===== src/hdl/stl_pkg.sv =====
`default_nettype none
// ----------------------------------------------------------------------------
// stl_pkg: shared types and constants of the session table
// Field widths, request codes and the compare unit's result type.
// ----------------------------------------------------------------------------
package stl_pkg;

    localparam int KEY_W         = 64;
    localparam int TIME_W        = 63;
    localparam int SLOT_W        = 2;
    localparam int DEFAULT_SLOTS = 4;

    typedef enum logic [1:0] {
        FUNC_LOOKUP = 2'd0,
        FUNC_INSERT = 2'd1,
        FUNC_REMOVE = 2'd2,
        FUNC_CLEAR  = 2'd3
    } t_func;

    typedef struct packed {
        logic key_eq;
        logic stamp_lt;
    } t_cmp_res;

endpackage
`default_nettype wire


===== src/hdl/stl_if.sv =====
`default_nettype none
// ----------------------------------------------------------------------------
// stl_if: request and response channels of the session table
// Valid/ready channels; a transfer happens when valid and ready are high.
// ----------------------------------------------------------------------------
interface stl_req_if
    import stl_pkg::*;
();
    logic              valid;
    logic              ready;
    t_func             func;
    logic [KEY_W-1:0]  key_high;
    logic [KEY_W-1:0]  key_low;
    logic              key_well_formed;
    logic [TIME_W-1:0] now;

    modport source (output valid, func, key_high, key_low, key_well_formed, now,
                    input ready);
    modport sink   (input valid, func, key_high, key_low, key_well_formed, now,
                    output ready);
endinterface

interface stl_rsp_if
    import stl_pkg::*;
();
    logic              valid;
    logic              ready;
    logic              hit;
    logic [SLOT_W-1:0] slot;
    logic              evicted;

    modport source (output valid, hit, slot, evicted, input ready);
    modport sink   (input valid, hit, slot, evicted, output ready);
endinterface
`default_nettype wire


===== src/hdl/stl_mem.sv =====
`default_nettype none
// ----------------------------------------------------------------------------
// stl_mem: key and timestamp storage
// One write port and one read port with registered read data.
// ----------------------------------------------------------------------------
module stl_mem
    import stl_pkg::*;
#(
    parameter int SLOTS = DEFAULT_SLOTS,
    parameter int AW    = 2
) (
    input  wire logic                i_clk,
    input  wire logic [AW-1:0]       i_rd_addr,
    output logic      [2*KEY_W-1:0]  o_rd_key,
    output logic      [TIME_W-1:0]   o_rd_stamp,
    input  wire logic [AW-1:0]       i_wr_addr,
    input  wire logic                i_wr_key_en,
    input  wire logic                i_wr_stamp_en,
    input  wire logic [2*KEY_W-1:0]  i_wr_key,
    input  wire logic [TIME_W-1:0]   i_wr_stamp
);

    logic [2*KEY_W-1:0] r_key_mem   [SLOTS];
    logic [TIME_W-1:0]  r_stamp_mem [SLOTS];

    always_ff @(posedge i_clk) begin
        if (i_wr_key_en) begin
            r_key_mem[i_wr_addr] <= i_wr_key;
        end
        if (i_wr_stamp_en) begin
            r_stamp_mem[i_wr_addr] <= i_wr_stamp;
        end
        o_rd_key   <= r_key_mem[i_rd_addr];
        o_rd_stamp <= r_stamp_mem[i_rd_addr];
    end

endmodule
`default_nettype wire


===== src/hdl/stl_cmp.sv =====
`default_nettype none
// ----------------------------------------------------------------------------
// stl_cmp: shared compare unit
// Key equality for lookup and remove, stamp ordering for victim selection.
// ----------------------------------------------------------------------------
module stl_cmp
    import stl_pkg::*;
(
    input  wire logic [2*KEY_W-1:0] i_key_a,
    input  wire logic [2*KEY_W-1:0] i_key_b,
    input  wire logic [TIME_W-1:0]  i_stamp_a,
    input  wire logic [TIME_W-1:0]  i_stamp_b,
    output t_cmp_res                o_res
);

    assign o_res.key_eq   = (i_key_a == i_key_b);
    assign o_res.stamp_lt = (i_stamp_a < i_stamp_b);

endmodule
`default_nettype wire


===== src/hdl/session_table_lru_unit.sv =====
`default_nettype none
// ----------------------------------------------------------------------------
// session_table_lru_unit: fully associative session table, LRU replacement
// Lookup/touch, insert with oldest-stamp eviction, remove and clear over a
// small table of 128-bit keys, walked one slot per cycle.
// ----------------------------------------------------------------------------
//  Channel  Dir  Handshake     Payload
//  i_req    in   valid/ready   func, key_high, key_low, key_well_formed, now
//  o_rsp    out  valid/ready   hit, slot, evicted
//
//  A lookup, remove or insert reads one slot per cycle through the storage
//  read port and the shared compare unit; a match or a free slot ends the
//  walk early. The result goes through ST_DONE into the output register,
//  and a new request is taken only once the unit is back in ST_IDLE.
//  Clear and an ill-formed lookup or remove skip the walk and go from the
//  transfer straight to ST_DONE.
//  Reset empties the table at once; keys and stamps are not cleared.
//  A new request is taken while an earlier result waits in the output
//  register; the walk holds its result until that register is free.
// ----------------------------------------------------------------------------
module session_table_lru_unit
    import stl_pkg::*;
#(
    parameter int SLOTS = DEFAULT_SLOTS
) (
    input  wire logic  i_clk,
    input  wire logic  i_rst_n,
    stl_req_if.sink    i_req,
    stl_rsp_if.source  o_rsp
);

    localparam int AW = (SLOTS > 1) ? $clog2(SLOTS) : 1;
    localparam logic [AW-1:0] LAST = AW'(SLOTS - 1);

    typedef enum logic [1:0] {
        ST_IDLE,
        ST_SCAN,
        ST_DONE
    } t_state;

    t_state             r_state, n_state;
    t_func              r_func, n_func;
    logic [2*KEY_W-1:0] r_key, n_key;
    logic [TIME_W-1:0]  r_now, n_now;
    logic [AW-1:0]      r_iss_idx, n_iss_idx;
    logic               r_iss_on, n_iss_on;
    logic [AW-1:0]      r_cmp_idx, n_cmp_idx;
    logic               r_cmp_on, n_cmp_on;
    logic [AW-1:0]      r_best_idx, n_best_idx;
    logic [TIME_W-1:0]  r_best_stamp, n_best_stamp;
    logic [SLOTS-1:0]   r_valid, n_valid;
    logic               r_res_hit, n_res_hit;
    logic [SLOT_W-1:0]  r_res_slot, n_res_slot;
    logic               r_res_evicted, n_res_evicted;
    logic               r_out_vld, n_out_vld;
    logic               r_out_hit, n_out_hit;
    logic [SLOT_W-1:0]  r_out_slot, n_out_slot;
    logic               r_out_evicted, n_out_evicted;

    logic [AW-1:0]      rd_addr;
    logic [2*KEY_W-1:0] rd_key;
    logic [TIME_W-1:0]  rd_stamp;
    logic [AW-1:0]      wr_addr;
    logic               wr_key_en;
    logic               wr_stamp_en;
    t_cmp_res           cmp_res;
    logic               cur_valid;
    logic               take_best;
    logic [AW-1:0]      best_idx_nx;
    logic [AW-1:0]      victim;
    logic               done;
    logic               out_free;

    stl_mem #(
        .SLOTS (SLOTS),
        .AW    (AW)
    ) u_mem (
        .i_clk         (i_clk),
        .i_rd_addr     (rd_addr),
        .o_rd_key      (rd_key),
        .o_rd_stamp    (rd_stamp),
        .i_wr_addr     (wr_addr),
        .i_wr_key_en   (wr_key_en),
        .i_wr_stamp_en (wr_stamp_en),
        .i_wr_key      (r_key),
        .i_wr_stamp    (r_now)
    );

    stl_cmp u_cmp (
        .i_key_a   (rd_key),
        .i_key_b   (r_key),
        .i_stamp_a (rd_stamp),
        .i_stamp_b (r_best_stamp),
        .o_res     (cmp_res)
    );

    // slot 0 is read during the request transfer, the rest while scanning
    assign rd_addr   = (r_state == ST_SCAN) ? r_iss_idx : '0;
    assign cur_valid = r_valid[r_cmp_idx];
    assign out_free  = !r_out_vld || o_rsp.ready;

    assign i_req.ready   = (r_state == ST_IDLE);
    assign o_rsp.valid   = r_out_vld;
    assign o_rsp.hit     = r_out_hit;
    assign o_rsp.slot    = r_out_slot;
    assign o_rsp.evicted = r_out_evicted;

    always_comb begin
        n_state       = r_state;
        n_func        = r_func;
        n_key         = r_key;
        n_now         = r_now;
        n_iss_idx     = r_iss_idx;
        n_iss_on      = r_iss_on;
        n_cmp_idx     = r_cmp_idx;
        n_cmp_on      = r_cmp_on;
        n_best_idx    = r_best_idx;
        n_best_stamp  = r_best_stamp;
        n_valid       = r_valid;
        n_res_hit     = r_res_hit;
        n_res_slot    = r_res_slot;
        n_res_evicted = r_res_evicted;
        n_out_vld     = r_out_vld;
        n_out_hit     = r_out_hit;
        n_out_slot    = r_out_slot;
        n_out_evicted = r_out_evicted;
        wr_addr       = r_cmp_idx;
        wr_key_en     = 1'b0;
        wr_stamp_en   = 1'b0;
        take_best     = 1'b0;
        best_idx_nx   = r_best_idx;
        victim        = r_cmp_idx;
        done          = 1'b0;

        if (r_out_vld && o_rsp.ready) begin
            n_out_vld = 1'b0;
        end

        case (r_state)
            ST_IDLE: begin
                if (i_req.valid) begin
                    n_func        = i_req.func;
                    n_key         = {i_req.key_high, i_req.key_low};
                    n_now         = i_req.now;
                    n_res_hit     = 1'b0;
                    n_res_slot    = '0;
                    n_res_evicted = 1'b0;
                    n_cmp_idx     = '0;
                    n_iss_idx     = AW'(1);
                    n_iss_on      = (SLOTS > 1);
                    n_cmp_on      = 1'b0;
                    if (i_req.func == FUNC_CLEAR) begin
                        n_valid = '0;
                        n_state = ST_DONE;
                    end else if (i_req.func != FUNC_INSERT && !i_req.key_well_formed) begin
                        n_state = ST_DONE;
                    end else begin
                        n_cmp_on = 1'b1;
                        n_state  = ST_SCAN;
                    end
                end
            end
            ST_SCAN: begin
                // advance the read side
                n_cmp_idx = r_iss_idx;
                n_cmp_on  = r_iss_on;
                if (r_iss_on) begin
                    n_iss_idx = r_iss_idx + 1'b1;
                    if (r_iss_idx == LAST) begin
                        n_iss_on = 1'b0;
                    end
                end
                if (r_cmp_on) begin
                    if (r_func == FUNC_INSERT) begin
                        if (!cur_valid) begin
                            victim        = r_cmp_idx;
                            n_res_evicted = 1'b0;
                            done          = 1'b1;
                        end else begin
                            take_best   = (r_cmp_idx == '0) || cmp_res.stamp_lt;
                            best_idx_nx = take_best ? r_cmp_idx : r_best_idx;
                            n_best_idx  = best_idx_nx;
                            if (take_best) begin
                                n_best_stamp = rd_stamp;
                            end
                            if (r_cmp_idx == LAST) begin
                                victim        = best_idx_nx;
                                n_res_evicted = 1'b1;
                                done          = 1'b1;
                            end
                        end
                        if (done) begin
                            wr_addr         = victim;
                            wr_key_en       = 1'b1;
                            wr_stamp_en     = 1'b1;
                            n_valid[victim] = 1'b1;
                            n_res_slot      = SLOT_W'(victim);
                        end
                    end else begin
                        if (cur_valid && cmp_res.key_eq) begin
                            n_res_hit  = 1'b1;
                            n_res_slot = SLOT_W'(r_cmp_idx);
                            done       = 1'b1;
                            if (r_func == FUNC_LOOKUP) begin
                                wr_stamp_en = 1'b1;
                            end else begin
                                n_valid[r_cmp_idx] = 1'b0;
                            end
                        end else if (r_cmp_idx == LAST) begin
                            done = 1'b1;
                        end
                    end
                end
                if (done) begin
                    n_iss_on = 1'b0;
                    n_cmp_on = 1'b0;
                    n_state  = ST_DONE;
                end
            end
            ST_DONE: begin
                // hold the result until the output register frees up
                if (out_free) begin
                    n_out_vld     = 1'b1;
                    n_out_hit     = r_res_hit;
                    n_out_slot    = r_res_slot;
                    n_out_evicted = r_res_evicted;
                    n_state       = ST_IDLE;
                end
            end
            default: begin
                n_state = ST_IDLE;
            end
        endcase
    end

    always_ff @(posedge i_clk) begin
        if (!i_rst_n) begin
            r_state   <= ST_IDLE;
            r_valid   <= '0;
            r_out_vld <= 1'b0;
            r_iss_on  <= 1'b0;
            r_cmp_on  <= 1'b0;
        end else begin
            r_state   <= n_state;
            r_valid   <= n_valid;
            r_out_vld <= n_out_vld;
            r_iss_on  <= n_iss_on;
            r_cmp_on  <= n_cmp_on;
        end
        r_func        <= n_func;
        r_key         <= n_key;
        r_now         <= n_now;
        r_iss_idx     <= n_iss_idx;
        r_cmp_idx     <= n_cmp_idx;
        r_best_idx    <= n_best_idx;
        r_best_stamp  <= n_best_stamp;
        r_res_hit     <= n_res_hit;
        r_res_slot    <= n_res_slot;
        r_res_evicted <= n_res_evicted;
        r_out_hit     <= n_out_hit;
        r_out_slot    <= n_out_slot;
        r_out_evicted <= n_out_evicted;
    end

endmodule
`default_nettype wire


===== src/flat_wrapper.sv =====
// flat-port wrapper written by rule: the top's interface ports become plain ports
module session_table_lru_unit_flat import stl_pkg::*;
#(
    parameter int SLOTS = DEFAULT_SLOTS
)
  (i_clk, i_rst_n, i_req_valid, i_req_func, i_req_key_high, i_req_key_low, i_req_key_well_formed, i_req_now, i_req_ready, o_rsp_valid, o_rsp_hit, o_rsp_slot, o_rsp_evicted, o_rsp_ready);
  stl_req_if i_req_i ();
  stl_rsp_if o_rsp_i ();
  input  wire logic i_clk;
  input  wire logic i_rst_n;
  input wire logic [$bits(i_req_i.valid)-1:0] i_req_valid;
  input wire logic [$bits(i_req_i.func)-1:0] i_req_func;
  input wire logic [$bits(i_req_i.key_high)-1:0] i_req_key_high;
  input wire logic [$bits(i_req_i.key_low)-1:0] i_req_key_low;
  input wire logic [$bits(i_req_i.key_well_formed)-1:0] i_req_key_well_formed;
  input wire logic [$bits(i_req_i.now)-1:0] i_req_now;
  output wire logic [$bits(i_req_i.ready)-1:0] i_req_ready;
  output wire logic [$bits(o_rsp_i.valid)-1:0] o_rsp_valid;
  output wire logic [$bits(o_rsp_i.hit)-1:0] o_rsp_hit;
  output wire logic [$bits(o_rsp_i.slot)-1:0] o_rsp_slot;
  output wire logic [$bits(o_rsp_i.evicted)-1:0] o_rsp_evicted;
  input wire logic [$bits(o_rsp_i.ready)-1:0] o_rsp_ready;
  assign i_req_i.valid = i_req_valid;
  assign i_req_i.func = i_req_func;
  assign i_req_i.key_high = i_req_key_high;
  assign i_req_i.key_low = i_req_key_low;
  assign i_req_i.key_well_formed = i_req_key_well_formed;
  assign i_req_i.now = i_req_now;
  assign i_req_ready = i_req_i.ready;
  assign o_rsp_valid = o_rsp_i.valid;
  assign o_rsp_hit = o_rsp_i.hit;
  assign o_rsp_slot = o_rsp_i.slot;
  assign o_rsp_evicted = o_rsp_i.evicted;
  assign o_rsp_i.ready = o_rsp_ready;
  session_table_lru_unit #(.SLOTS(SLOTS)) u_core (.i_clk(i_clk), .i_rst_n(i_rst_n), .i_req(i_req_i), .o_rsp(o_rsp_i));
endmodule

===== config.mk =====
export PLATFORM = sky130hd
export DESIGN_NAME = session_table_lru_unit_flat
export DESIGN_NICKNAME = d
export VERILOG_FILES = /design/src/hdl/stl_pkg.sv /design/src/hdl/stl_if.sv /design/src/hdl/stl_mem.sv /design/src/hdl/stl_cmp.sv /design/src/hdl/session_table_lru_unit.sv /design/src/flat_wrapper.sv
export SDC_FILE = /design/constraint.sdc
export NUM_CORES = 1
export LEC_CHECK = 0
export BUFFER_PORTS_ARGS = -buffer_cell sky130_fd_sc_hd__buf_2
export CAP_MARGIN = 20
export CORE_ASPECT_RATIO = 0.75
export CORE_MARGIN = 2
export CORE_UTILIZATION = 40
export CTS_CLUSTER_SIZE = 24
export DETAILED_ROUTE_END_ITERATION = 8
export GPL_TIMING_DRIVEN = 0
export RECOVER_POWER = 25
export SLEW_MARGIN = 20
export SYNTH_ARGS = -nofsm -noshare
export SYNTH_HDL_FRONTEND = slang
export SYNTH_SLANG_ARGS = --single-unit

===== constraint.sdc =====
create_clock -name i_clk -period 12.9 [get_ports i_clk]
set_clock_uncertainty 0.15 [all_clocks]
set_input_delay 2.58 -clock i_clk [delete_from_list [all_inputs] [get_ports i_clk]]
set_output_delay 2.58 -clock i_clk [all_outputs]
set_load 0.03 [all_outputs]

==> qor.txt, run 1 <==
Initial DRC count - 2,320
Site Rows - 105
Via count - 24,637
Max incr delay on CP - 0.93 ns
Routed Antenna Nets - 0
GR Overflow Total - 0
Total Routing Usage GR - 18.71%
Layout Nets - 3,517
Die W - 389.3 um
Syn Area/Cell - 15.66 um^2
Bufs on Longest Clock Path - 3
I/O pin cnt - 204
Inst Count DP - 4,581
Leakage power - 17.97 nW
Total wire length - 107,000 um
Area delta synth->final - 18.14%
Crit path top cell by count - buf_2
DR DRC count - 0
CTS tree - done
Syn nets - 3,106
Worst Path Required - 13.16 ns
CTS root buf - clkbuf_16
Startpoint types - register
Number of port buffers - 202
Post-Syn Instances - 2,845
CP top delay family - simple AND/OR/NAND/NOR gates
Share of cells above drive strength 1 - 15.30%
Post-synth EDFFs - 1,034
Slowest cell on the critical path - xnor2_1
Worst Max-Slew Pin Slew - 1.133 ns
Status - complete, no violations
Clk sinks - 1,234
Prevailing post-synth register cell - edfxtp_1
Synthesized area - 44,540 um^2
Synth area leaders - edfxtp_1 (70%), dfxtp_1 (9.0%), nand2_1 (3.6%), a211oi_1 (3.3%), nor2b_1 (2.7%)
Post-CTS Setup Bufs - 0
Critical path capture point type - register
Top-count cell post-synth - edfxtp_1
Final setup TNS - 0 ns
Hold Vio Cnt, Final - 0
Core Area - 110,000 um^2
Drt wl/cell - 22.27 um
Vias in the first global route - 23,706
Top cell type's share of synthesized area - 69.71%
Worst Slack Setup Final - 7.262 ns
Largest net degree at the start of global routing - 83
Max VDD drop - 0.1142 mV
Drt first pass iters - 5
Async SR Flop Fraction - 0%
Crit path DAT - 5.90 ns
RePlAce Congestion - 0.7909
Post-layout util - 47.86%
Pwr Total - 9.039 mW
Most frequent cells after synthesis - edfxtp_1 (1,034), nand2_1 (424), dfxtp_1 (200)
Worst-path clk slew - 0.06 ns
Number of diodes - 0
Post-DP HPWL - 71,530 um
Cell Count, Final, Fillers Out - 4,804
Finish-stage setup viols - 0
Unique cell type count in the Yosys netlist - 55
Worst slew margin - 23.95%
Seq/Total Area, Yosys - 78.69%
Fill cells - 9,222
Min-delay worst type - register to register
# hold bufs at CTS - 0
Die Height - 293 um
Worst slack at placement - 7.315 ns
CP bufs+invs - 5
Vias per inst - 5.128
CP Cell Sequence - xnor2_1 -> nand4_1 -> nor4_1 -> nand4_1 -> nor4_2 -> mux2_1 -> nand2_1 -> nor4_2 -> buf_2 -> buf_2 -> buf_4 -> buf_4 -> buf_2
Number of buffers created by CTS - 117
Post-synthesis sequential element count - 1,234
Depth of the CTS H-tree - 3
RSZ-0062 raised after global routing - no
Period Utilization, post-route - 43.70%
Setup CP Type - register to register
Starting Density - 40.51%
Synth area leader - edfxtp_1
Die area - 114,100 um^2
Worst-skew pair later-pin latency - 0.73 ns
CP Max Fanout - 6
Final Max Slew Viols - 0
First-pass GRT wire length - 157,500 um
Initial antenna violation count - 9
Syn. warnings - 0
PwrDens - 171.8 nW/um^2
Reg-to-reg setup timing slack - 7.26 ns
Fmax achieved - 177.4 MHz
Post_cts resized - 0
Tmin final - 5.638 ns
Max_cap viols - 0
==> per-layer routing <==
layer	track usage [%]	wire, um	vias up
met4	4.245	1927	8
met5	0	53	-
li1	-	-	11508
met3	2.843	7199	154
met1	29.76	52130	12153
met2	26.86	45690	814
==> layout by cell type, fill, tap and decap left out, drive strengths merged, types with 40 or more instances in the layout <==
| cell type | n |
|---|---|
| edfxtp | 1034 |
| nand2 | 424 |
| buf | 298 |
| clkbuf | 289 |
| dfxtp | 200 |
| a211oi | 198 |
| nor2b | 195 |
| a31oi | 193 |
| xnor2 | 112 |
| inv | 77 |
| ha | 63 |
| clkinv | 41 |
| nand4 | 40 |
| a21oi | 40 |
==> layout make-up <==
class	instances	area (um^2)	area share, %
Timing Repair Buffer	292	2176	4.135
Sequential cell	1234	35050	66.61
Buffer	133	519.2	0.9867
Clock buffer	162	3319	6.308
Multi-Input combinational cell	1405	8785	16.69
Inverter	73	281.5	0.5350
Clock inverter	61	681.9	1.296
Tap cell	1444	1807	3.433
==> report_power, final <==
group          switching (mW)  internal (mW)  leakage (nW)
registers               0.144           4.57          11.1
clock network            1.50           2.01          1.96
logic                   0.561          0.251          4.92
==> through the flow <==
stage               area (um^2)  hold slack, ns
finish                    52620          0.2710
CTS                       52620          0.2772
global placement          47360          0.2648
floorplan                 44540          0.2503
detailed placement        48620          0.2678
global route              52620          0.2912
==> registers in the layout, summed over array words and instances (netlist names) <==
signal and flops:
u_core.r_cmp_idx 2, u_core.r_iss_on 1, u_core.u_mem.o_rd_stamp 63, u_core.r_res_evicted 1, u_core.r_res_slot 2, u_core.o_rsp.slot 2
u_core.r_now 63, u_core.o_rsp.evicted 1, u_core.r_func 2, u_core.u_mem.r_key_mem 512, u_core.r_best_stamp 63, u_core.r_best_idx 2
u_core.u_mem.o_rd_key 128, u_core.r_state 2, u_core.r_key 128, u_core.o_rsp.valid 1, u_core.r_res_hit 1, u_core.r_cmp_on 1
u_core.r_valid 4, u_core.r_iss_idx 2, u_core.o_rsp.hit 1, u_core.u_mem.r_stamp_mem 252
==> worst paths after layout <==
path | startpoint | to | cells after the start
hold reg to reg | u_core.u_mem.o_rd_stamp[35] | u_core.r_best_stamp[35] | 0
hold / removal | u_core.u_mem.o_rd_stamp[35] | u_core.r_best_stamp[35] | 0
setup / recovery | u_core.r_key[111] | u_core.u_mem.r_stamp_mem[3][49] | 13
setup reg to reg | u_core.r_key[111] | u_core.u_mem.r_stamp_mem[3][49] | 13
==> cell families after synthesis <==
family	count (synthesis)	synth area share (%)
mux	2	0.07584
simple gates	729	7.803
fa+ha+maj	63	1.770
buf+inv	206	1.753
compound gates	483	7.387
xor+xnor	128	2.517
flops	1234	78.69
Note: power is estimated with default switching activity, not from simulation.
==> run 2, diff against run 1 <==
ABC_AREA = 1   (was not set)
clock period = 4.7 ns   (was 12.9 ns; I/O delays follow)
==> qor.txt, run 2 <==
Hold Vio Cnt, Final - 0
Unique cell type count in the Yosys netlist - 39
Syn Area/Cell - 13.97 um^2
Vias in the first global route - 24,284
Synthesized area - 44,570 um^2
Depth of the CTS H-tree - 3
CTS root buf - clkbuf_16
Worst hold path startpoint - i_req_key_high[39]
Setup CP Type - register to register
Post-synth EDFFs - 1,034
RePlAce Congestion - 0.7461
Clk sinks - 1,234
Worst slack at placement - 0.3096 ns
Fmax achieved - 229.5 MHz
Worst-skew pair later-pin latency - 0.74 ns
Largest net degree at the start of global routing - 35
Post-synthesis sequential element count - 1,234
Status - complete, no violations
Syn nets - 3,451
Via count - 24,773
Post_cts resized - 0
RSZ-0062 raised after global routing - no
Min-delay worst type - input pin to register
Post-DP HPWL - 61,340 um
Synth area leaders - edfxtp_1 (70%), dfxtp_1 (9.0%), o21ai_0 (6.6%), nor2_1 (5.4%), xnor2_1 (2.0%)
Starting Density - 40.15%
Biggest regs - u_core.u_mem.r_key_mem: 512 flops, u_core.u_mem.r_stamp_mem: 252 flops
Leakage power - 18.16 nW
Vias per inst - 4.829
Final Max Slew Viols - 0
Total Routing Usage GR - 16.80%
Die Height - 293.1 um
Pwr Total - 24.53 mW
Post-layout util - 47.52%
Critical path capture point type - register
Top cell type's share of synthesized area - 69.66%
Reg2reg start - u_core.u_mem.o_rd_stamp[62]
Async SR Flop Fraction - 0%
Reg2reg path depth - 20
Layout Nets - 3,825
Share of cells above drive strength 1 - 12.13%
Syn. warnings - 0
Worst Max-Slew Pin Slew - 1.127 ns
CTS tree - done
CP Cell Sequence - ha_1 -> nand2_1 -> nor2_1 -> and2_1 -> nand2_1 -> inv_1 -> nand2_1 -> nand2_1 -> nor2_2 -> nand2_2 -> nand3_1 -> nand3_1 -> o21ai_1 -> nand2_1 -> nor2_4 -> buf_16 -> buf_12 -> buf_16 -> buf_12 -> buf_16
First-pass GRT wire length - 145,300 um
PwrDens - 465.0 nW/um^2
Crit path DAT - 4.63 ns
Worst slew margin - 24.85%
Reg-to-reg setup timing slack - 0.34 ns
Synth area leader - edfxtp_1
Final setup TNS - 0 ns
Post-CTS Setup Bufs - 0
Inst Count DP - 4,901
Placed Area - 48,700 um^2
Drt wl/cell - 18.73 um
Critical Path End - u_core.u_mem.r_key_mem[0][14]
Worst Setup SP - u_core.u_mem.o_rd_stamp[62]
DR DRC count - 0
FF-to-FF End - u_core.u_mem.r_key_mem[0][14]
Tmin final - 4.356 ns
Max incr delay on CP - 0.44 ns
Cell Count, Final, Fillers Out - 5,130
GR Overflow Total - 0
Crit path top cell by count - nand2_1
Max_cap viols - 0
Most frequent cells after synthesis - edfxtp_1 (1,034), nor2_1 (646), o21ai_0 (587)
Area delta synth->final - 18.36%
Die area - 114,100 um^2
Slowest cell on the critical path - nor2_4
Period Utilization, post-route - 92.69%
Drt first pass iters - 5
CP Max Fanout - 20
Top-count cell post-synth - edfxtp_1
Hold WS - 0.2223 ns
Commonest non-fill, non-tap cell in the layout - edfxtp_1
Max VDD drop - 0.3231 mV
Number of buffers created by CTS - 119
Die W - 389.5 um
Number of port buffers - 203
Worst-path clk slew - 0.06 ns
Core Area - 111,000 um^2
Bufs on Longest Clock Path - 3
# hold bufs at CTS - 0
Site Rows - 106
Highest-count cells in the layout ignoring fill and taps - edfxtp_1 (1,034), nor2_1 (638), o21ai_0 (587)
Routed Antenna Nets - 0
I/O pin cnt - 204
Finish-stage setup viols - 0
Initial antenna violation count - 8
Seq/Total Area, Yosys - 78.64%
Post-Syn Instances - 3,190
Max FFs per register - 512
Worst Slack Setup Final - 0.3436 ns
Initial DRC count - 1,803
Biggest register - u_core.u_mem.r_key_mem
Total wire length - 96,110 um
Worst Path Required - 4.98 ns
Prevailing post-synth register cell - edfxtp_1
Startpoint types - register
Final non-filler cell area - 52,760 um^2
## run 2: changes by cell type after synthesis, sizes merged, moves of 58 or more
cell | before | now
nor2 | 22 | 650
o21ai | 17 | 590
nand2 | 424 | 154
a211oi | 198 | 2
nor2b | 195 | 0
a31oi | 193 | 2
inv | 72 | 130
## run 2: cell type report
type | instances | area (um^2)
Clock inverter | 74 | 865.8
Inverter | 132 | 504.2
Timing Repair Buffer | 253 | 2118
Clock buffer | 153 | 3257
Multi-Input combinational cell | 1694 | 8606
Sequential cell | 1234 | 35050
Tap cell | 1458 | 1824
Fill cell | 9613 | 58250
Antenna cell | 2 | 5.005
Buffer | 130 | 523.0
## run 2: report_power, final
part,internal [mW],switching [mW],total [mW]
sequential,12.5,0.380,12.9
combinational,0.616,1.15,1.76
clock,5.75,4.15,9.89
## run 2: cell families after synthesis
kind of cell,count (synthesis),synth area share (%)
AOI/OAI and AO/OA,649,7.391
buffers and inverters,262,2.282
adders and majority gates,63,1.768
xor gates and xnor gates,111,2.181
and+or+nand+nor,871,7.734
DFF,1234,78.64
## run 2: critical path: cells and delay by family, from the launching register on
family | cells | cell delay [ns]
simple gates | 12 | 1.91
fa+ha+maj | 1 | 0.32
flops | 1 | 0.35
compound gates | 1 | 0.24
buf+inv | 6 | 1.02
## run 2: routing by layer
| layer | vias to the layer above | wire, um | global-route usage (%) |
|---|---|---|---|
| li1 | 12090 | - | - |
| met1 | 12023 | 45120 | 23.74 |
| met2 | 504 | 44020 | 26.71 |
| met3 | 152 | 4831 | 3.159 |
| met4 | 4 | 2112 | 4.528 |
| met5 | - | 26 | 0 |
## run 2: worst min path at each step
stage | end | slack, ns | cells after the start
final | u_core.r_key[103] | 0.22 | 1
after global routing | u_core.r_key[94] | 0.16 | 1
after CTS | u_core.r_key[103] | 0.15 | 1
after detailed placement | u_core.o_rsp.slot[1] | 0.27 | 0
after global placement | u_core.o_rsp.hit | 0.26 | 0
after floorplan | u_core.o_rsp.evicted | 0.25 | 0
